### config.mk
export PLATFORM = sky130hd
export DESIGN_NAME = modular_matrix_inverse_3x3_unit
export DESIGN_NICKNAME = d
export VERILOG_FILES = /design/src/mmi3_pkg.sv /design/src/mmi3_ram.sv /design/src/mmi3_modred.sv /design/src/mmi3_dp.sv /design/src/mmi3_ctrl.sv /design/src/modular_matrix_inverse_3x3_unit.sv
export SDC_FILE = /design/constraint.sdc
export NUM_CORES = 1
export LEC_CHECK = 0
export BUFFER_PORTS_ARGS = -buffer_cell sky130_fd_sc_hd__buf_2
export CAP_MARGIN = 20
export CORE_UTILIZATION = 57
export DETAILED_ROUTE_END_ITERATION = 7
export PLACE_DENSITY_LB_ADDON = 0.05
export SLEW_MARGIN = 20
export SYNTH_ARGS = -nofsm -noshare
export SYNTH_HDL_FRONTEND = slang
export SYNTH_SLANG_ARGS = --single-unit
### constraint.sdc
create_clock -name clk -period 5.6 [get_ports clk]
set_clock_uncertainty 0.15 [all_clocks]
set_input_delay 0.56 -clock clk [delete_from_list [all_inputs] [get_ports clk]]
set_output_delay 0.56 -clock clk [all_outputs]
set_load 0.02 [all_outputs]
### src/mmi3_pkg.sv
package mmi3_pkg;

  localparam int ELEM_W      = 8;
  localparam int MOD_W       = 8;
  localparam int PROD_W      = 2 * ELEM_W;
  localparam int STEP_CNT_W  = $clog2(PROD_W + 1);
  localparam int NUM_ELEM    = 9;
  localparam int ELEM_IDX_W  = $clog2(NUM_ELEM);
  localparam int RF_DEPTH    = 22;
  localparam int RF_AW       = $clog2(RF_DEPTH);
  localparam int PROG_LEN    = 51;
  localparam int PC_W        = $clog2(PROG_LEN);

  localparam logic [MOD_W-1:0] MOD_RESET = MOD_W'(29);

  // register file map: reduced inputs, adjugate, scratch, determinant and its inverse
  localparam logic [RF_AW-1:0] RF_A00   = RF_AW'(0);
  localparam logic [RF_AW-1:0] RF_A01   = RF_AW'(1);
  localparam logic [RF_AW-1:0] RF_A02   = RF_AW'(2);
  localparam logic [RF_AW-1:0] RF_A10   = RF_AW'(3);
  localparam logic [RF_AW-1:0] RF_A11   = RF_AW'(4);
  localparam logic [RF_AW-1:0] RF_A12   = RF_AW'(5);
  localparam logic [RF_AW-1:0] RF_A20   = RF_AW'(6);
  localparam logic [RF_AW-1:0] RF_A21   = RF_AW'(7);
  localparam logic [RF_AW-1:0] RF_A22   = RF_AW'(8);
  localparam logic [RF_AW-1:0] RF_ADJ00 = RF_AW'(9);
  localparam logic [RF_AW-1:0] RF_ADJ01 = RF_AW'(10);
  localparam logic [RF_AW-1:0] RF_ADJ02 = RF_AW'(11);
  localparam logic [RF_AW-1:0] RF_ADJ10 = RF_AW'(12);
  localparam logic [RF_AW-1:0] RF_ADJ11 = RF_AW'(13);
  localparam logic [RF_AW-1:0] RF_ADJ12 = RF_AW'(14);
  localparam logic [RF_AW-1:0] RF_ADJ20 = RF_AW'(15);
  localparam logic [RF_AW-1:0] RF_ADJ21 = RF_AW'(16);
  localparam logic [RF_AW-1:0] RF_ADJ22 = RF_AW'(17);
  localparam logic [RF_AW-1:0] RF_T0    = RF_AW'(18);
  localparam logic [RF_AW-1:0] RF_T1    = RF_AW'(19);
  localparam logic [RF_AW-1:0] RF_DET   = RF_AW'(20);
  localparam logic [RF_AW-1:0] RF_DINV  = RF_AW'(21);

  // output slots
  localparam logic [RF_AW-1:0] OS_00 = RF_AW'(0);
  localparam logic [RF_AW-1:0] OS_01 = RF_AW'(1);
  localparam logic [RF_AW-1:0] OS_02 = RF_AW'(2);
  localparam logic [RF_AW-1:0] OS_10 = RF_AW'(3);
  localparam logic [RF_AW-1:0] OS_11 = RF_AW'(4);
  localparam logic [RF_AW-1:0] OS_12 = RF_AW'(5);
  localparam logic [RF_AW-1:0] OS_20 = RF_AW'(6);
  localparam logic [RF_AW-1:0] OS_21 = RF_AW'(7);
  localparam logic [RF_AW-1:0] OS_22 = RF_AW'(8);

  typedef struct packed {
    logic [ELEM_W-1:0] a00;
    logic [ELEM_W-1:0] a01;
    logic [ELEM_W-1:0] a02;
    logic [ELEM_W-1:0] a10;
    logic [ELEM_W-1:0] a11;
    logic [ELEM_W-1:0] a12;
    logic [ELEM_W-1:0] a20;
    logic [ELEM_W-1:0] a21;
    logic [ELEM_W-1:0] a22;
  } in_t;

  typedef struct packed {
    logic [MOD_W-1:0] inv00;
    logic [MOD_W-1:0] inv01;
    logic [MOD_W-1:0] inv02;
    logic [MOD_W-1:0] inv10;
    logic [MOD_W-1:0] inv11;
    logic [MOD_W-1:0] inv12;
    logic [MOD_W-1:0] inv20;
    logic [MOD_W-1:0] inv21;
    logic [MOD_W-1:0] inv22;
    logic             invertible;
  } out_t;

  typedef enum logic [2:0] {
    OP_RED,   // raw input mod m -> rf
    OP_MUL,   // (x*y) mod m -> rf
    OP_SUB,   // (x-y) mod m -> rf
    OP_ADD,   // (x+y) mod m -> rf
    OP_SRCH,  // inverse search of x -> rf
    OP_OUT    // (x*y) mod m -> output slot
  } op_t;

  typedef struct packed {
    op_t              op;
    logic [RF_AW-1:0] ra;
    logic [RF_AW-1:0] rb;
    logic [RF_AW-1:0] dst;
  } uop_t;

  typedef enum logic [2:0] {
    ST_IDLE,
    ST_FETCH,
    ST_EXEC,
    ST_WAIT,
    ST_FINISH
  } state_t;

  typedef struct packed {
    logic             load;
    logic             go;
    op_t              op;
    logic [RF_AW-1:0] ra;
    logic [RF_AW-1:0] rb;
    logic [RF_AW-1:0] dst;
  } dp_cmd_t;

  typedef struct packed {
    logic mod_small;
    logic done;
    logic found;
  } dp_stat_t;

  // adjugate entry = p*q - s*t, built as T0, T1, then the difference
  localparam uop_t PROG [PROG_LEN] = '{
    '{OP_RED,  RF_A00,   RF_A00,  RF_A00},
    '{OP_RED,  RF_A01,   RF_A01,  RF_A01},
    '{OP_RED,  RF_A02,   RF_A02,  RF_A02},
    '{OP_RED,  RF_A10,   RF_A10,  RF_A10},
    '{OP_RED,  RF_A11,   RF_A11,  RF_A11},
    '{OP_RED,  RF_A12,   RF_A12,  RF_A12},
    '{OP_RED,  RF_A20,   RF_A20,  RF_A20},
    '{OP_RED,  RF_A21,   RF_A21,  RF_A21},
    '{OP_RED,  RF_A22,   RF_A22,  RF_A22},
    '{OP_MUL,  RF_A11,   RF_A22,  RF_T0},
    '{OP_MUL,  RF_A12,   RF_A21,  RF_T1},
    '{OP_SUB,  RF_T0,    RF_T1,   RF_ADJ00},
    '{OP_MUL,  RF_A02,   RF_A21,  RF_T0},
    '{OP_MUL,  RF_A01,   RF_A22,  RF_T1},
    '{OP_SUB,  RF_T0,    RF_T1,   RF_ADJ01},
    '{OP_MUL,  RF_A01,   RF_A12,  RF_T0},
    '{OP_MUL,  RF_A02,   RF_A11,  RF_T1},
    '{OP_SUB,  RF_T0,    RF_T1,   RF_ADJ02},
    '{OP_MUL,  RF_A12,   RF_A20,  RF_T0},
    '{OP_MUL,  RF_A10,   RF_A22,  RF_T1},
    '{OP_SUB,  RF_T0,    RF_T1,   RF_ADJ10},
    '{OP_MUL,  RF_A00,   RF_A22,  RF_T0},
    '{OP_MUL,  RF_A02,   RF_A20,  RF_T1},
    '{OP_SUB,  RF_T0,    RF_T1,   RF_ADJ11},
    '{OP_MUL,  RF_A02,   RF_A10,  RF_T0},
    '{OP_MUL,  RF_A00,   RF_A12,  RF_T1},
    '{OP_SUB,  RF_T0,    RF_T1,   RF_ADJ12},
    '{OP_MUL,  RF_A10,   RF_A21,  RF_T0},
    '{OP_MUL,  RF_A11,   RF_A20,  RF_T1},
    '{OP_SUB,  RF_T0,    RF_T1,   RF_ADJ20},
    '{OP_MUL,  RF_A01,   RF_A20,  RF_T0},
    '{OP_MUL,  RF_A00,   RF_A21,  RF_T1},
    '{OP_SUB,  RF_T0,    RF_T1,   RF_ADJ21},
    '{OP_MUL,  RF_A00,   RF_A11,  RF_T0},
    '{OP_MUL,  RF_A01,   RF_A10,  RF_T1},
    '{OP_SUB,  RF_T0,    RF_T1,   RF_ADJ22},
    '{OP_MUL,  RF_A00,   RF_ADJ00, RF_T0},
    '{OP_MUL,  RF_A01,   RF_ADJ10, RF_T1},
    '{OP_ADD,  RF_T0,    RF_T1,   RF_DET},
    '{OP_MUL,  RF_A02,   RF_ADJ20, RF_T0},
    '{OP_ADD,  RF_DET,   RF_T0,   RF_DET},
    '{OP_SRCH, RF_DET,   RF_DET,  RF_DINV},
    '{OP_OUT,  RF_ADJ00, RF_DINV, OS_00},
    '{OP_OUT,  RF_ADJ01, RF_DINV, OS_01},
    '{OP_OUT,  RF_ADJ02, RF_DINV, OS_02},
    '{OP_OUT,  RF_ADJ10, RF_DINV, OS_10},
    '{OP_OUT,  RF_ADJ11, RF_DINV, OS_11},
    '{OP_OUT,  RF_ADJ12, RF_DINV, OS_12},
    '{OP_OUT,  RF_ADJ20, RF_DINV, OS_20},
    '{OP_OUT,  RF_ADJ21, RF_DINV, OS_21},
    '{OP_OUT,  RF_ADJ22, RF_DINV, OS_22}
  };

endpackage

### src/mmi3_ram.sv
module mmi3_ram #(
  parameter int WIDTH = 8,
  parameter int DEPTH = 22
) (
  input  logic                     clk,
  input  logic                     we,
  input  logic [$clog2(DEPTH)-1:0] waddr,
  input  logic [WIDTH-1:0]         wdata,
  input  logic [$clog2(DEPTH)-1:0] raddr_a,
  input  logic [$clog2(DEPTH)-1:0] raddr_b,
  output logic [WIDTH-1:0]         rdata_a,
  output logic [WIDTH-1:0]         rdata_b
);

  logic [WIDTH-1:0] mem [DEPTH];

  always_ff @(posedge clk) begin
    if (we) begin
      mem[waddr] <= wdata;
    end
    rdata_a <= mem[raddr_a];
    rdata_b <= mem[raddr_b];
  end

endmodule

### src/mmi3_modred.sv
module mmi3_modred
  import mmi3_pkg::*;
(
  input  logic              clk,
  input  logic              rst_n,
  input  logic              start,
  input  logic [PROD_W-1:0] dividend,
  input  logic [MOD_W-1:0]  modulus,
  output logic              done,
  output logic [MOD_W-1:0]  result
);

  localparam logic [STEP_CNT_W-1:0] STEPS = STEP_CNT_W'(PROD_W);

  logic                  busy_r;
  logic                  done_r;
  logic [STEP_CNT_W-1:0] cnt_r;
  logic [MOD_W-1:0]      rem_r;
  logic [MOD_W-1:0]      rem_nxt;
  logic [PROD_W-1:0]     dvd_r;
  logic [MOD_W:0]        trial;

  // restoring remainder, one dividend bit per cycle; rem stays below modulus
  always_comb begin
    trial = {rem_r, dvd_r[PROD_W-1]};
    if (trial >= {1'b0, modulus}) begin
      rem_nxt = MOD_W'(trial - {1'b0, modulus});
    end else begin
      rem_nxt = MOD_W'(trial);
    end
  end

  always_ff @(posedge clk) begin
    if (!rst_n) begin
      busy_r <= 1'b0;
      done_r <= 1'b0;
      cnt_r  <= '0;
    end else begin
      done_r <= 1'b0;
      if (start) begin
        busy_r <= 1'b1;
        cnt_r  <= STEPS;
      end else if (busy_r) begin
        cnt_r <= cnt_r - 1'b1;
        if (cnt_r == STEP_CNT_W'(1)) begin
          busy_r <= 1'b0;
          done_r <= 1'b1;
        end
      end
    end
  end

  always_ff @(posedge clk) begin
    if (start) begin
      rem_r <= '0;
      dvd_r <= dividend;
    end else if (busy_r) begin
      rem_r <= rem_nxt;
      dvd_r <= dvd_r << 1;
    end
  end

  assign done   = done_r;
  assign result = rem_r;

endmodule

### src/mmi3_dp.sv
module mmi3_dp
  import mmi3_pkg::*;
(
  input  logic             clk,
  input  logic             rst_n,
  input  logic             cfg_valid,
  input  logic [MOD_W-1:0] cfg_data,
  input  in_t              in_data,
  input  dp_cmd_t          cmd,
  output dp_stat_t         stat,
  output out_t             out_data
);

  logic [MOD_W-1:0]  modulus_r;
  logic [ELEM_W-1:0] raw_r [NUM_ELEM];
  logic [MOD_W-1:0]  inv_r [NUM_ELEM];
  logic              invertible_r;
  op_t               op_r;
  logic [RF_AW-1:0]  dst_r;

  logic [MOD_W-1:0]  rd_a;
  logic [MOD_W-1:0]  rd_b;
  logic              rf_we;
  logic [RF_AW-1:0]  rf_waddr;
  logic [MOD_W-1:0]  rf_wdata;

  logic [MOD_W:0]    sum;
  logic [MOD_W-1:0]  sum_red;
  logic [MOD_W-1:0]  diff_red;
  logic [ELEM_W-1:0] raw_sel;
  logic [PROD_W-1:0] prod;
  logic [PROD_W-1:0] dividend;
  logic              mod_start;
  logic              mod_done;
  logic [MOD_W-1:0]  mod_res;

  logic              srch_busy_r;
  logic              srch_done_r;
  logic              found_r;
  logic [MOD_W-1:0]  det_r;
  logic [MOD_W-1:0]  acc_r;
  logic [MOD_W-1:0]  idx_r;
  logic [MOD_W:0]    acc_sum;
  logic [MOD_W-1:0]  acc_step;
  logic              srch_hit;
  logic              srch_end;

  mmi3_ram #(
    .WIDTH (MOD_W),
    .DEPTH (RF_DEPTH)
  ) u_rf (
    .clk     (clk),
    .we      (rf_we),
    .waddr   (rf_waddr),
    .wdata   (rf_wdata),
    .raddr_a (cmd.ra),
    .raddr_b (cmd.rb),
    .rdata_a (rd_a),
    .rdata_b (rd_b)
  );

  mmi3_modred u_modred (
    .clk      (clk),
    .rst_n    (rst_n),
    .start    (mod_start),
    .dividend (dividend),
    .modulus  (modulus_r),
    .done     (mod_done),
    .result   (mod_res)
  );

  // combinational add/sub of residues
  always_comb begin
    sum = {1'b0, rd_a} + {1'b0, rd_b};
    if (sum >= {1'b0, modulus_r}) begin
      sum_red = MOD_W'(sum - {1'b0, modulus_r});
    end else begin
      sum_red = MOD_W'(sum);
    end
    if (rd_a >= rd_b) begin
      diff_red = rd_a - rd_b;
    end else begin
      diff_red = rd_a + modulus_r - rd_b;
    end
  end

  always_comb begin
    raw_sel = '0;
    for (int k = 0; k < NUM_ELEM; k++) begin
      if (cmd.ra[ELEM_IDX_W-1:0] == ELEM_IDX_W'(k)) begin
        raw_sel = raw_r[k];
      end
    end
  end

  assign prod      = rd_a * rd_b;
  assign dividend  = (cmd.op == OP_RED) ? PROD_W'(raw_sel) : prod;
  assign mod_start = cmd.go && (cmd.op == OP_RED || cmd.op == OP_MUL || cmd.op == OP_OUT);

  // search walks acc = det*idx mod m
  always_comb begin
    acc_sum = {1'b0, acc_r} + {1'b0, det_r};
    if (acc_sum >= {1'b0, modulus_r}) begin
      acc_step = MOD_W'(acc_sum - {1'b0, modulus_r});
    end else begin
      acc_step = MOD_W'(acc_sum);
    end
    srch_hit = (acc_r == MOD_W'(1));
    srch_end = (idx_r == modulus_r - 1'b1);
  end

  always_comb begin
    rf_we    = 1'b0;
    rf_waddr = cmd.dst;
    rf_wdata = sum_red;
    if (cmd.go && (cmd.op == OP_ADD || cmd.op == OP_SUB)) begin
      rf_we    = 1'b1;
      rf_wdata = (cmd.op == OP_ADD) ? sum_red : diff_red;
    end else if (mod_done && op_r != OP_OUT) begin
      rf_we    = 1'b1;
      rf_waddr = dst_r;
      rf_wdata = mod_res;
    end else if (srch_done_r && found_r) begin
      rf_we    = 1'b1;
      rf_waddr = dst_r;
      rf_wdata = idx_r;
    end
  end

  always_ff @(posedge clk) begin
    if (!rst_n) begin
      modulus_r    <= MOD_RESET;
      srch_busy_r  <= 1'b0;
      srch_done_r  <= 1'b0;
      found_r      <= 1'b0;
      invertible_r <= 1'b0;
    end else begin
      if (cfg_valid) begin
        modulus_r <= cfg_data;
      end
      srch_done_r <= 1'b0;
      if (cmd.load) begin
        found_r      <= 1'b0;
        invertible_r <= 1'b0;
      end
      if (cmd.go && cmd.op == OP_SRCH) begin
        srch_busy_r <= 1'b1;
        found_r     <= 1'b0;
      end else if (srch_busy_r) begin
        if (srch_hit) begin
          srch_busy_r <= 1'b0;
          srch_done_r <= 1'b1;
          found_r     <= 1'b1;
        end else if (srch_end) begin
          srch_busy_r <= 1'b0;
          srch_done_r <= 1'b1;
        end
      end
      if (srch_done_r && found_r) begin
        invertible_r <= 1'b1;
      end
    end
  end

  always_ff @(posedge clk) begin
    if (cmd.load) begin
      for (int k = 0; k < NUM_ELEM; k++) begin
        inv_r[k] <= '0;
      end
      raw_r[0] <= in_data.a00;
      raw_r[1] <= in_data.a01;
      raw_r[2] <= in_data.a02;
      raw_r[3] <= in_data.a10;
      raw_r[4] <= in_data.a11;
      raw_r[5] <= in_data.a12;
      raw_r[6] <= in_data.a20;
      raw_r[7] <= in_data.a21;
      raw_r[8] <= in_data.a22;
    end
    if (cmd.go) begin
      op_r  <= cmd.op;
      dst_r <= cmd.dst;
    end
    if (mod_done && op_r == OP_OUT) begin
      for (int k = 0; k < NUM_ELEM; k++) begin
        if (dst_r[ELEM_IDX_W-1:0] == ELEM_IDX_W'(k)) begin
          inv_r[k] <= mod_res;
        end
      end
    end
    if (cmd.go && cmd.op == OP_SRCH) begin
      det_r <= rd_a;
      acc_r <= '0;
      idx_r <= '0;
    end else if (srch_busy_r && !srch_hit && !srch_end) begin
      acc_r <= acc_step;
      idx_r <= idx_r + 1'b1;
    end
  end

  assign stat.mod_small = (modulus_r < MOD_W'(2));
  assign stat.done      = mod_done | srch_done_r;
  assign stat.found     = found_r;

  assign out_data.inv00      = inv_r[0];
  assign out_data.inv01      = inv_r[1];
  assign out_data.inv02      = inv_r[2];
  assign out_data.inv10      = inv_r[3];
  assign out_data.inv11      = inv_r[4];
  assign out_data.inv12      = inv_r[5];
  assign out_data.inv20      = inv_r[6];
  assign out_data.inv21      = inv_r[7];
  assign out_data.inv22      = inv_r[8];
  assign out_data.invertible = invertible_r;

endmodule

### src/mmi3_ctrl.sv
module mmi3_ctrl
  import mmi3_pkg::*;
(
  input  logic     clk,
  input  logic     rst_n,
  input  logic     start,
  input  dp_stat_t stat,
  output logic     busy,
  output logic     out_valid,
  output dp_cmd_t  cmd
);

  localparam logic [PC_W-1:0] PC_LAST = PC_W'(PROG_LEN - 1);

  state_t          state_r;
  state_t          state_nxt;
  logic [PC_W-1:0] pc_r;
  logic [PC_W-1:0] pc_nxt;
  uop_t            uop;

  assign uop = PROG[pc_r];

  always_comb begin
    state_nxt = state_r;
    pc_nxt    = pc_r;
    unique case (state_r)
      ST_IDLE: begin
        if (start) begin
          pc_nxt    = '0;
          state_nxt = stat.mod_small ? ST_FINISH : ST_FETCH;
        end
      end
      ST_FETCH: begin
        state_nxt = ST_EXEC;
      end
      ST_EXEC: begin
        if (uop.op == OP_ADD || uop.op == OP_SUB) begin
          if (pc_r == PC_LAST) begin
            state_nxt = ST_FINISH;
          end else begin
            pc_nxt    = pc_r + 1'b1;
            state_nxt = ST_FETCH;
          end
        end else begin
          state_nxt = ST_WAIT;
        end
      end
      ST_WAIT: begin
        if (stat.done) begin
          // no inverse: outputs stay cleared
          if ((uop.op == OP_SRCH && !stat.found) || pc_r == PC_LAST) begin
            state_nxt = ST_FINISH;
          end else begin
            pc_nxt    = pc_r + 1'b1;
            state_nxt = ST_FETCH;
          end
        end
      end
      ST_FINISH: begin
        state_nxt = ST_IDLE;
      end
      default: begin
        state_nxt = ST_IDLE;
      end
    endcase
  end

  always_comb begin
    cmd.load  = (state_r == ST_IDLE) && start;
    cmd.go    = (state_r == ST_EXEC);
    cmd.op    = uop.op;
    cmd.ra    = uop.ra;
    cmd.rb    = uop.rb;
    cmd.dst   = uop.dst;
    busy      = (state_r != ST_IDLE);
    out_valid = (state_r == ST_FINISH);
  end

  always_ff @(posedge clk) begin
    if (!rst_n) begin
      state_r <= ST_IDLE;
      pc_r    <= '0;
    end else begin
      state_r <= state_nxt;
      pc_r    <= pc_nxt;
    end
  end

endmodule

### src/modular_matrix_inverse_3x3_unit.sv
// Channel  Ports                          Transfer
// input    start, busy, in_data           start && !busy
// result   out_valid, out_data            out_valid, one cycle, no backpressure
// config   cfg_valid, cfg_ready, cfg_data cfg_valid && cfg_ready
//
// A short microprogram runs on one shared modular-reduction unit (one dividend
// bit per cycle, for multiply and reduce ops) and a register-file RAM. The strobe
// comes later for a larger d, the determinant's inverse, if the matrix is invertible,
// or a larger modulus if singular; modulus below two: the cycle after accept.
// Synchronous active-low reset; modulus resets to 29. busy stays high from
// accept through the result strobe.
module modular_matrix_inverse_3x3_unit
  import mmi3_pkg::*;
(
  input  logic             clk,
  input  logic             rst_n,
  input  logic             start,
  output logic             busy,
  input  in_t              in_data,
  output logic             out_valid,
  output out_t             out_data,
  input  logic             cfg_valid,
  output logic             cfg_ready,
  input  logic [MOD_W-1:0] cfg_data
);

  dp_cmd_t  cmd;
  dp_stat_t stat;

  assign cfg_ready = 1'b1;

  mmi3_ctrl u_ctrl (
    .clk       (clk),
    .rst_n     (rst_n),
    .start     (start),
    .stat      (stat),
    .busy      (busy),
    .out_valid (out_valid),
    .cmd       (cmd)
  );

  mmi3_dp u_dp (
    .clk       (clk),
    .rst_n     (rst_n),
    .cfg_valid (cfg_valid),
    .cfg_data  (cfg_data),
    .in_data   (in_data),
    .cmd       (cmd),
    .stat      (stat),
    .out_data  (out_data)
  );

endmodule
After elaboration in Yosys (flattened, before gate mapping)
Memory sizes are Yosys's and may differ from the RTL's. A register that Yosys moved wholly into a read port is not among the register bits.
Cells that the tools add are included.
{"block": "totals", "mem_count": 4, "mem_bits_rw": 320, "mem_bits_ro": 1152, "ff_bits": 84, "elab_cells": 220, "output_inout_bits": 76}
{"memory": "(no name shown)", "words": 64, "width": 18, "rd": 1, "rd_clocked_by_memory_dff": 0, "write_ports": 0, "line_no": "mmi3_ctrl.sv:21", "rtl": "assign uop = PROG[pc_r];"}
{"memory": "u_dp.u_rf.mem", "words": 22, "width": 8, "rd": 2, "rd_clocked_by_memory_dff": 2, "write_ports": 1, "line_no": "mmi3_ram.sv:15", "rtl": "logic [WIDTH-1:0] mem [DEPTH];"}
{"memory": "u_dp.inv_r", "words": 9, "width": 8, "rd": 9, "rd_clocked_by_memory_dff": 0, "write_ports": 9, "line_no": "mmi3_dp.sv:16", "rtl": "logic [MOD_W-1:0] inv_r [NUM_ELEM];"}
{"memory": "u_dp.raw_r", "words": 9, "width": 8, "rd": 9, "rd_clocked_by_memory_dff": 0, "write_ports": 9, "line_no": "mmi3_dp.sv:15", "rtl": "logic [ELEM_W-1:0] raw_r [NUM_ELEM];"}
{"block": "classes", "multipliers": 1, "order_cmp": 6, "eq_ne": 36, "bitwise_logic": 14, "reduce_logical": 31, "n_addsub": 12, "n_mux": 98}
{"op": "$mux 8", "n": 26}
{"op": "$mux 1", "n": 49}
{"op": "$mux 16", "n": 3}
{"op": "$sub 8x8->8", "n": 5}
{"op": "$mux 18", "n": 2}
{"op": "$eq 4x3->1 const B", "n": 8}
{"op": "$mux 6", "n": 5}
{"op": "$ge 9x8->1", "n": 3}
{"op": "$mux 5", "n": 5}
{"op": "$add 8x8->9", "n": 2}
{"op": "$mux 3", "n": 6}
{"op": "$pmux 6 s3", "n": 1}
{"op": "$eq 4x2->1 const B", "n": 4}
{"op": "$mul 8x8->16", "n": 1}
{"op": "$eq 3x2->1 const B", "n": 4}
{"op": "$eq 3x3->1 const B", "n": 4}
{"op": "$pmux 3 s4", "n": 1}
{"op": "$logic_and 1x1->1", "n": 10}
{"op": "$ne 2x2->1 const B", "n": 5}
{"op": "$or 1x1->1", "n": 10}
{"op": "$add 8x1->8 const B", "n": 1}
{"op": "$add 8x8->8", "n": 1}
{"op": "$eq 4x1->1 const B", "n": 2}
{"op": "$eq 4x4->1 const B", "n": 2}
{"op": "24 further kinds", "n": 38}

Depth between registers and ports, before layout
{"block": "logic_depth", "depth_word": 16, "depth_mapped": 18}

Cells and area by module
Synthesis repeated with hierarchy kept, for this count alone.
{"block": "hier_totals", "cells_unflattened": 2050, "hier_area_um2": 24374.6}
{"mod": "mmi3_dp", "cells_each": 1185, "instances": 1, "area_per_inst_um2": 12376.9}
{"mod": "mmi3_ram", "cells_each": 447, "instances": 1, "area_per_inst_um2": 8597.0}
{"mod": "mmi3_modred", "cells_each": 175, "instances": 1, "area_per_inst_um2": 1794.2}
{"mod": "mmi3_ctrl", "cells_each": 241, "instances": 1, "area_per_inst_um2": 1595.3}
{"mod": "modular_matrix_inverse_3x3_unit", "cells_each": 2, "instances": 1, "area_per_inst_um2": 11.3}

Worst setup path after synthesis
OpenSTA, ideal clock, no wires.
{"block": "synth_path", "kind": "reg-to-reg", "start": "reg u_dp.u_rf.rdata_a[1], read port of u_dp.u_rf.mem", "end": "reg u_dp.u_modred.dvd_r[14], data pin", "t_required_ps": 5185, "period_less_slack_ps": 4644, "path_stages_with_launch": 17, "setup_time_ps": 265, "path_buffers": 0, "arrival_ps": 4229, "setup_slack_ps": 956, "cell_sequence": "dfxtp_1 nand2_1 fa_1 fa_1 inv_1 fa_1 inv_1 fa_1 inv_1 ha_1 or2_2 a21oi_1 o311ai_0 a21o_1 a21oi_1 xor2_1 o21ai_0"}
{"block": "synth_between", "elab_chain_len": 3}
{"element": "from (decl)", "line_no": "mmi3_ram.sv:11", "rtl": "output logic [WIDTH-1:0] rdata_a,"}
{"element": "$mul 8x8->16", "line_no": "mmi3_dp.sv:96", "rtl": "assign prod = rd_a * rd_b;"}
{"element": "$mux 16", "line_no": "mmi3_dp.sv:97", "rtl": "assign dividend = (cmd.op == OP_RED) ? PROD_W'(raw_sel) : prod;"}
{"element": "$mux 16", "line_no": "mmi3_modred.sv:54", "rtl": "if (start) begin"}
{"element": "to (signal assigned)", "line_no": "mmi3_modred.sv:56", "rtl": "dvd_r <= dividend;"}
{"element": "to (signal assigned)", "line_no": "mmi3_modred.sv:59", "rtl": "dvd_r <= dvd_r << 1;"}
{"element": "to (decl)", "line_no": "mmi3_modred.sv:20", "rtl": "logic [PROD_W-1:0] dvd_r;"}
Every way passes these cells.
A chain may end at the register's enable or synchronous reset.

Final worst setup path
{"block": "layout_path", "start": "reg u_dp.u_rf.rdata_b[6], read port of u_dp.u_rf.mem", "end": "reg u_dp.u_modred.dvd_r[14], data pin"}
{"block": "layout_between", "elab_chain_len": 3}
{"element": "from (decl)", "line_no": "mmi3_ram.sv:12", "rtl": "output logic [WIDTH-1:0] rdata_b"}
{"element": "$mul 8x8->16", "line_no": "mmi3_dp.sv:96"}
{"element": "$mux 16", "line_no": "mmi3_dp.sv:97"}
{"element": "$mux 16", "line_no": "mmi3_modred.sv:54"}
Every way passes these cells.

==> qor.tcl <==
set qor(outcome) {finished, final reports clean}
set qor(setup_viol) 0
set qor(power_frac_seq_pct) 42.6
set qor(flow.area_growth_from_synthesis_pct) 14.3
set qor(synth_instances) 2244
set qor(regToRegEndpoint) {u_dp.u_modred.dvd_r[14]}
set qor(grt_usage_pct) 32.0
set qor(tritoncts.num_buffers) 45
set qor(fin_setup_tns_ns) 0
set qor(final_hpwl_dp_um) 49600
set qor(relSlewSlack_pct) 28.6
set qor(final.hold.worst_slack_ns) 0.0439
set qor(avgViaCountPerCell) 6.12
set qor(ys.warnings.count) 0
set qor(power.density_cell_area_mw_per_mm2) 338
set qor(ctsHtreeMaxLevel) 2
set qor(post_dp_cell_area_mm2) 0.0260
set qor(yosys.area.top_type_share_pct) 43.0
set qor(maxCapViolations) 0
set qor(via_count_of_the_first_global_routing_pass) 18100
set qor(detail_route.wl_per_cell_um) 23.0
set qor(cts_tree) {done}
set qor(synth_cell_type_count) 101
set qor(final_cell_count_no_fill) 3040
set qor(rsz_0062_raised_after_global_routing) {false}
set qor(grt_ovf) 0
set qor(worst-endpoint-required_ns) 5.76
set qor(power_frac_comb_pct) 26.9
set qor(floorplan.initialDensity_pct) 58.2
set qor(switchingPower_mw) 3.06
set qor(design.portCount) 160
set qor(cell_internal_pwr_mw) 6.43
set qor(cellLeakagePower_nw) 11.2
set qor(met1Wirelength_um) 27600
set qor(cts_num_sinks) 420
set qor(via_count) 18600
set qor(clock_tree.root_cell) {sky130_fd_sc_hd__clkbuf_16}
set qor(wl_um) 69800
set qor(syn-cell-area_mm2) 0.0246
set qor(crit_end) {u_dp.u_modred.dvd_r[14]}
set qor(min_period_over_period_pct) 90.6
set qor(synth-edff-count) 352
set qor(design_power_total_mw) 9.49
set qor(numPortBuffers) 158
set qor(drtIter0Drc) 1481
set qor(postCtsSetupRepairBufs) 0
set qor(dieHeight_um) 210
set qor(top_layer) {met5}
set qor(power.share.switching_pct) 32.3
set qor(grt_pass1_wl_um) 106000
set qor(ys_seq_area_share_pct) 48.6
set qor(gp_congestion) 0.913
set qor(layout-drive-gt1-share_pct) 14.0
set qor(core.rowCount) 75
set qor(worst_setup_path_start_kind) {flip-flop}
set qor(tightestPinTransition_ns) 1.06
set qor(final_nets) 2705
set qor(crit_path_end_kind) {flip-flop}
set qor(reg2reg_from) {u_dp.u_rf.rdata_b[6]}
set qor(maxSlewViolCount) 0
set qor(antenna_violating_nets_post_route) 0
set qor(synth.top_cells.by_area) {sky130_fd_sc_hd__edfxtp_1, sky130_fd_sc_hd__mux2i_1, sky130_fd_sc_hd__dfxtp_1}
set qor(worst-r2r-setup-slack_ns) 0.53
set qor(fp.dieW_um) 210
set qor(clock_latency_ns) 0.61
set qor(ir_worst_vdd_v) 0.000326
set qor(critPathKind) {flip-flop to flip-flop}
set qor(maximum_number_of_pins_on_one_net_before_global_route_repair) 58
set qor(synth.largest_area_cell) {sky130_fd_sc_hd__edfxtp_1}
set qor(final_hold_viol_count) 0
set qor(rr_worst_depth) 16
set qor(clk_transition_reported_paths_ns) 0.06
set qor(routed-wl-met3_um) 4880
set qor(drc_errors) 0
set qor(dp.cells) 2885
set qor(antenna_found_initial) 2
set qor(synth_flop_cell) {sky130_fd_sc_hd__edfxtp_1}
set qor(dp_worst_setup_slack_ns) 0.530
set qor(maximum_frequency_from_static_timing_analysis_ghz) 0.197
set qor(synth.top_cells.by_count) {sky130_fd_sc_hd__edfxtp_1, sky130_fd_sc_hd__nand2_1, sky130_fd_sc_hd__mux2i_1, sky130_fd_sc_hd__nor2_1, sky130_fd_sc_hd__inv_1}
set qor(yosysMostFrequentCell) {sky130_fd_sc_hd__edfxtp_1}
set qor(synth_async_sr_flop_share_pct) 0
set qor(design.die.area_mm2) 0.0439
set qor(first_drt_pass_iteration_count) 5
set qor(cts.path.max_buffers) 3
set qor(dr_wl_met2_um) 34600
set qor(syn-mean-instance-area_um2) 10.9
set qor(critical_path_arrival_ns) 5.24
set qor(hold_class) {input port to flip-flop}
set qor(power.share.clock_pct) 30.5
set qor(syn_nets) 2484
set qor(cp_max_fo) 6
set qor(post-route-worst-setup-slack_ns) 0.525
set qor(startpoint) {u_dp.u_rf.rdata_b[6]}
set qor(postLayoutCoreUtil_pct) 66.5
set qor(post-route-cell-area_mm2) 0.0281
set qor(synth.ff_latch_count) 420
set qor(finalCriticalPeriod_ns) 5.07
set qor(core_area_mm2) 0.0422
-- logic make-up (layout without fill, tap and decap cells) --
logic type | count (synthesis) | count (layout) | synth area share, %
AND/OR/NAND/NOR | 738 | 738 | 14.6
multiplexers | 204 | 204 | 9.30
other | 1 | 2 | 0.0153
AO/OA/AOI/OAI | 406 | 406 | 11.2
flip-flops | 420 | 420 | 48.6
XOR/XNOR | 67 | 67 | 2.39
buffers and inverters | 252 | 508 | 4.51
adder cells (fa/ha/maj) | 156 | 156 | 9.44
-- worst min-delay path by stage --
| stage | start | endpoint | cells after the start |
|---|---|---|---|
| after floorplan | u_dp.invertible_r | u_dp.invertible_r | 2 |
| after global placement | u_dp.invertible_r | u_dp.invertible_r | 2 |
| after detailed placement | u_dp.invertible_r | u_dp.invertible_r | 2 |
| after CTS | cfg_data[3] | u_dp.modulus_r[3] | 3 |
| after global routing | cfg_data[3] | u_dp.modulus_r[3] | 3 |
| final | cfg_data[3] | u_dp.modulus_r[3] | 3 |
-- critical path: stages (launching register included) --
cell and delay, ns:
sky130_fd_sc_hd__dfxtp_1 0.49, sky130_fd_sc_hd__nand2_1 0.12, sky130_fd_sc_hd__fa_1 0.51, sky130_fd_sc_hd__fa_1 0.57
sky130_fd_sc_hd__inv_1 0.06, sky130_fd_sc_hd__fa_1 0.55, sky130_fd_sc_hd__inv_1 0.06, sky130_fd_sc_hd__fa_1 0.53
sky130_fd_sc_hd__inv_1 0.05, sky130_fd_sc_hd__ha_1 0.33, sky130_fd_sc_hd__or2_2 0.28, sky130_fd_sc_hd__a21oi_1 0.19
sky130_fd_sc_hd__o311ai_0 0.24, sky130_fd_sc_hd__a21o_1 0.24, sky130_fd_sc_hd__a21oi_1 0.19, sky130_fd_sc_hd__xor2_1 0.16
sky130_fd_sc_hd__o21ai_0 0.08
-- layout make-up --
cell class              count  area [um2]
multi-input cells        1572       11600
repair buffers            291        2010
diodes                      1        2.50
clock inverters            23         226
well taps                 539         674
fillers                  3213       14100
flip-flops and latches    420       11900
clock buffers              59        1180
inverters                 135         510
-- metal layers --
layer	GRT usage, %	up-vias
met2	55.4	787
met4	13.1	2
met5	0	-
met3	4.35	150
met1	40.5	9065
li1	-	8594
-- power by group through the flow --
stage	Sequential [mW]	Combinational, mW	Clock, mW
2_1_floorplan	4.03	1.70	0
3_3_place_gp	4.10	2.44	0
3_5_place_dp	4.10	2.49	0
4_1_cts	4.04	2.55	2.92
5_1_grt	4.06	2.80	3.05
6_report	4.04	2.55	2.89
-- state kept, by name, summed over array words and instances, names as in the netlist --
| register | flops |
|---|---|
| u_dp.found_r | 1 |
| u_dp.u_modred.cnt_r | 5 |
| u_dp.u_modred.done | 1 |
| u_dp.acc_r | 8 |
| u_dp.raw_r | 72 |
| u_ctrl.state_r | 3 |
| u_dp.srch_done_r | 1 |
| u_dp.u_modred.dvd_r | 16 |
| u_dp.inv_r | 72 |
| u_dp.srch_busy_r | 1 |
| u_dp.op_r | 3 |
| u_dp.invertible_r | 1 |
| u_dp.u_rf.rdata_a | 8 |
| u_dp.dst_r | 5 |
| u_dp.modulus_r | 8 |
| u_dp.idx_r | 8 |
| u_dp.u_modred.result | 8 |
| u_dp.u_rf.mem | 176 |
| u_dp.det_r | 8 |
| u_dp.u_modred.busy_r | 1 |
| u_ctrl.pc_r | 6 |
| u_dp.u_rf.rdata_b | 8 |
-- cells in the final DEF (no fill, tap or decap), types with 22 or more instances in the layout --
master	count
sky130_fd_sc_hd__nor3_1	32
sky130_fd_sc_hd__xor2_1	23
sky130_fd_sc_hd__and2_1	65
sky130_fd_sc_hd__o211ai_1	27
sky130_fd_sc_hd__dfxtp_1	68
sky130_fd_sc_hd__nand2_1	244
sky130_fd_sc_hd__xnor2_1	44
sky130_fd_sc_hd__mux2i_1	176
sky130_fd_sc_hd__and3_1	27
sky130_fd_sc_hd__nor2_1	171
sky130_fd_sc_hd__o21ai_0	76
sky130_fd_sc_hd__a31oi_1	22
sky130_fd_sc_hd__clkbuf_16	45
sky130_fd_sc_hd__nand3_1	61
sky130_fd_sc_hd__ha_1	107
sky130_fd_sc_hd__a21oi_1	101
sky130_fd_sc_hd__inv_1	132
sky130_fd_sc_hd__fa_1	49
sky130_fd_sc_hd__buf_4	58
sky130_fd_sc_hd__buf_2	158
sky130_fd_sc_hd__nor2b_1	34
sky130_fd_sc_hd__dlygate4sd3_1	72
sky130_fd_sc_hd__nand2b_1	24
sky130_fd_sc_hd__edfxtp_1	352
-- timing repair --
item,CTS,global route
hold buffers,72,0
endpoints found under the hold margin,72,0
resized for setup,0,0
(Power assumes the default switching activity.)
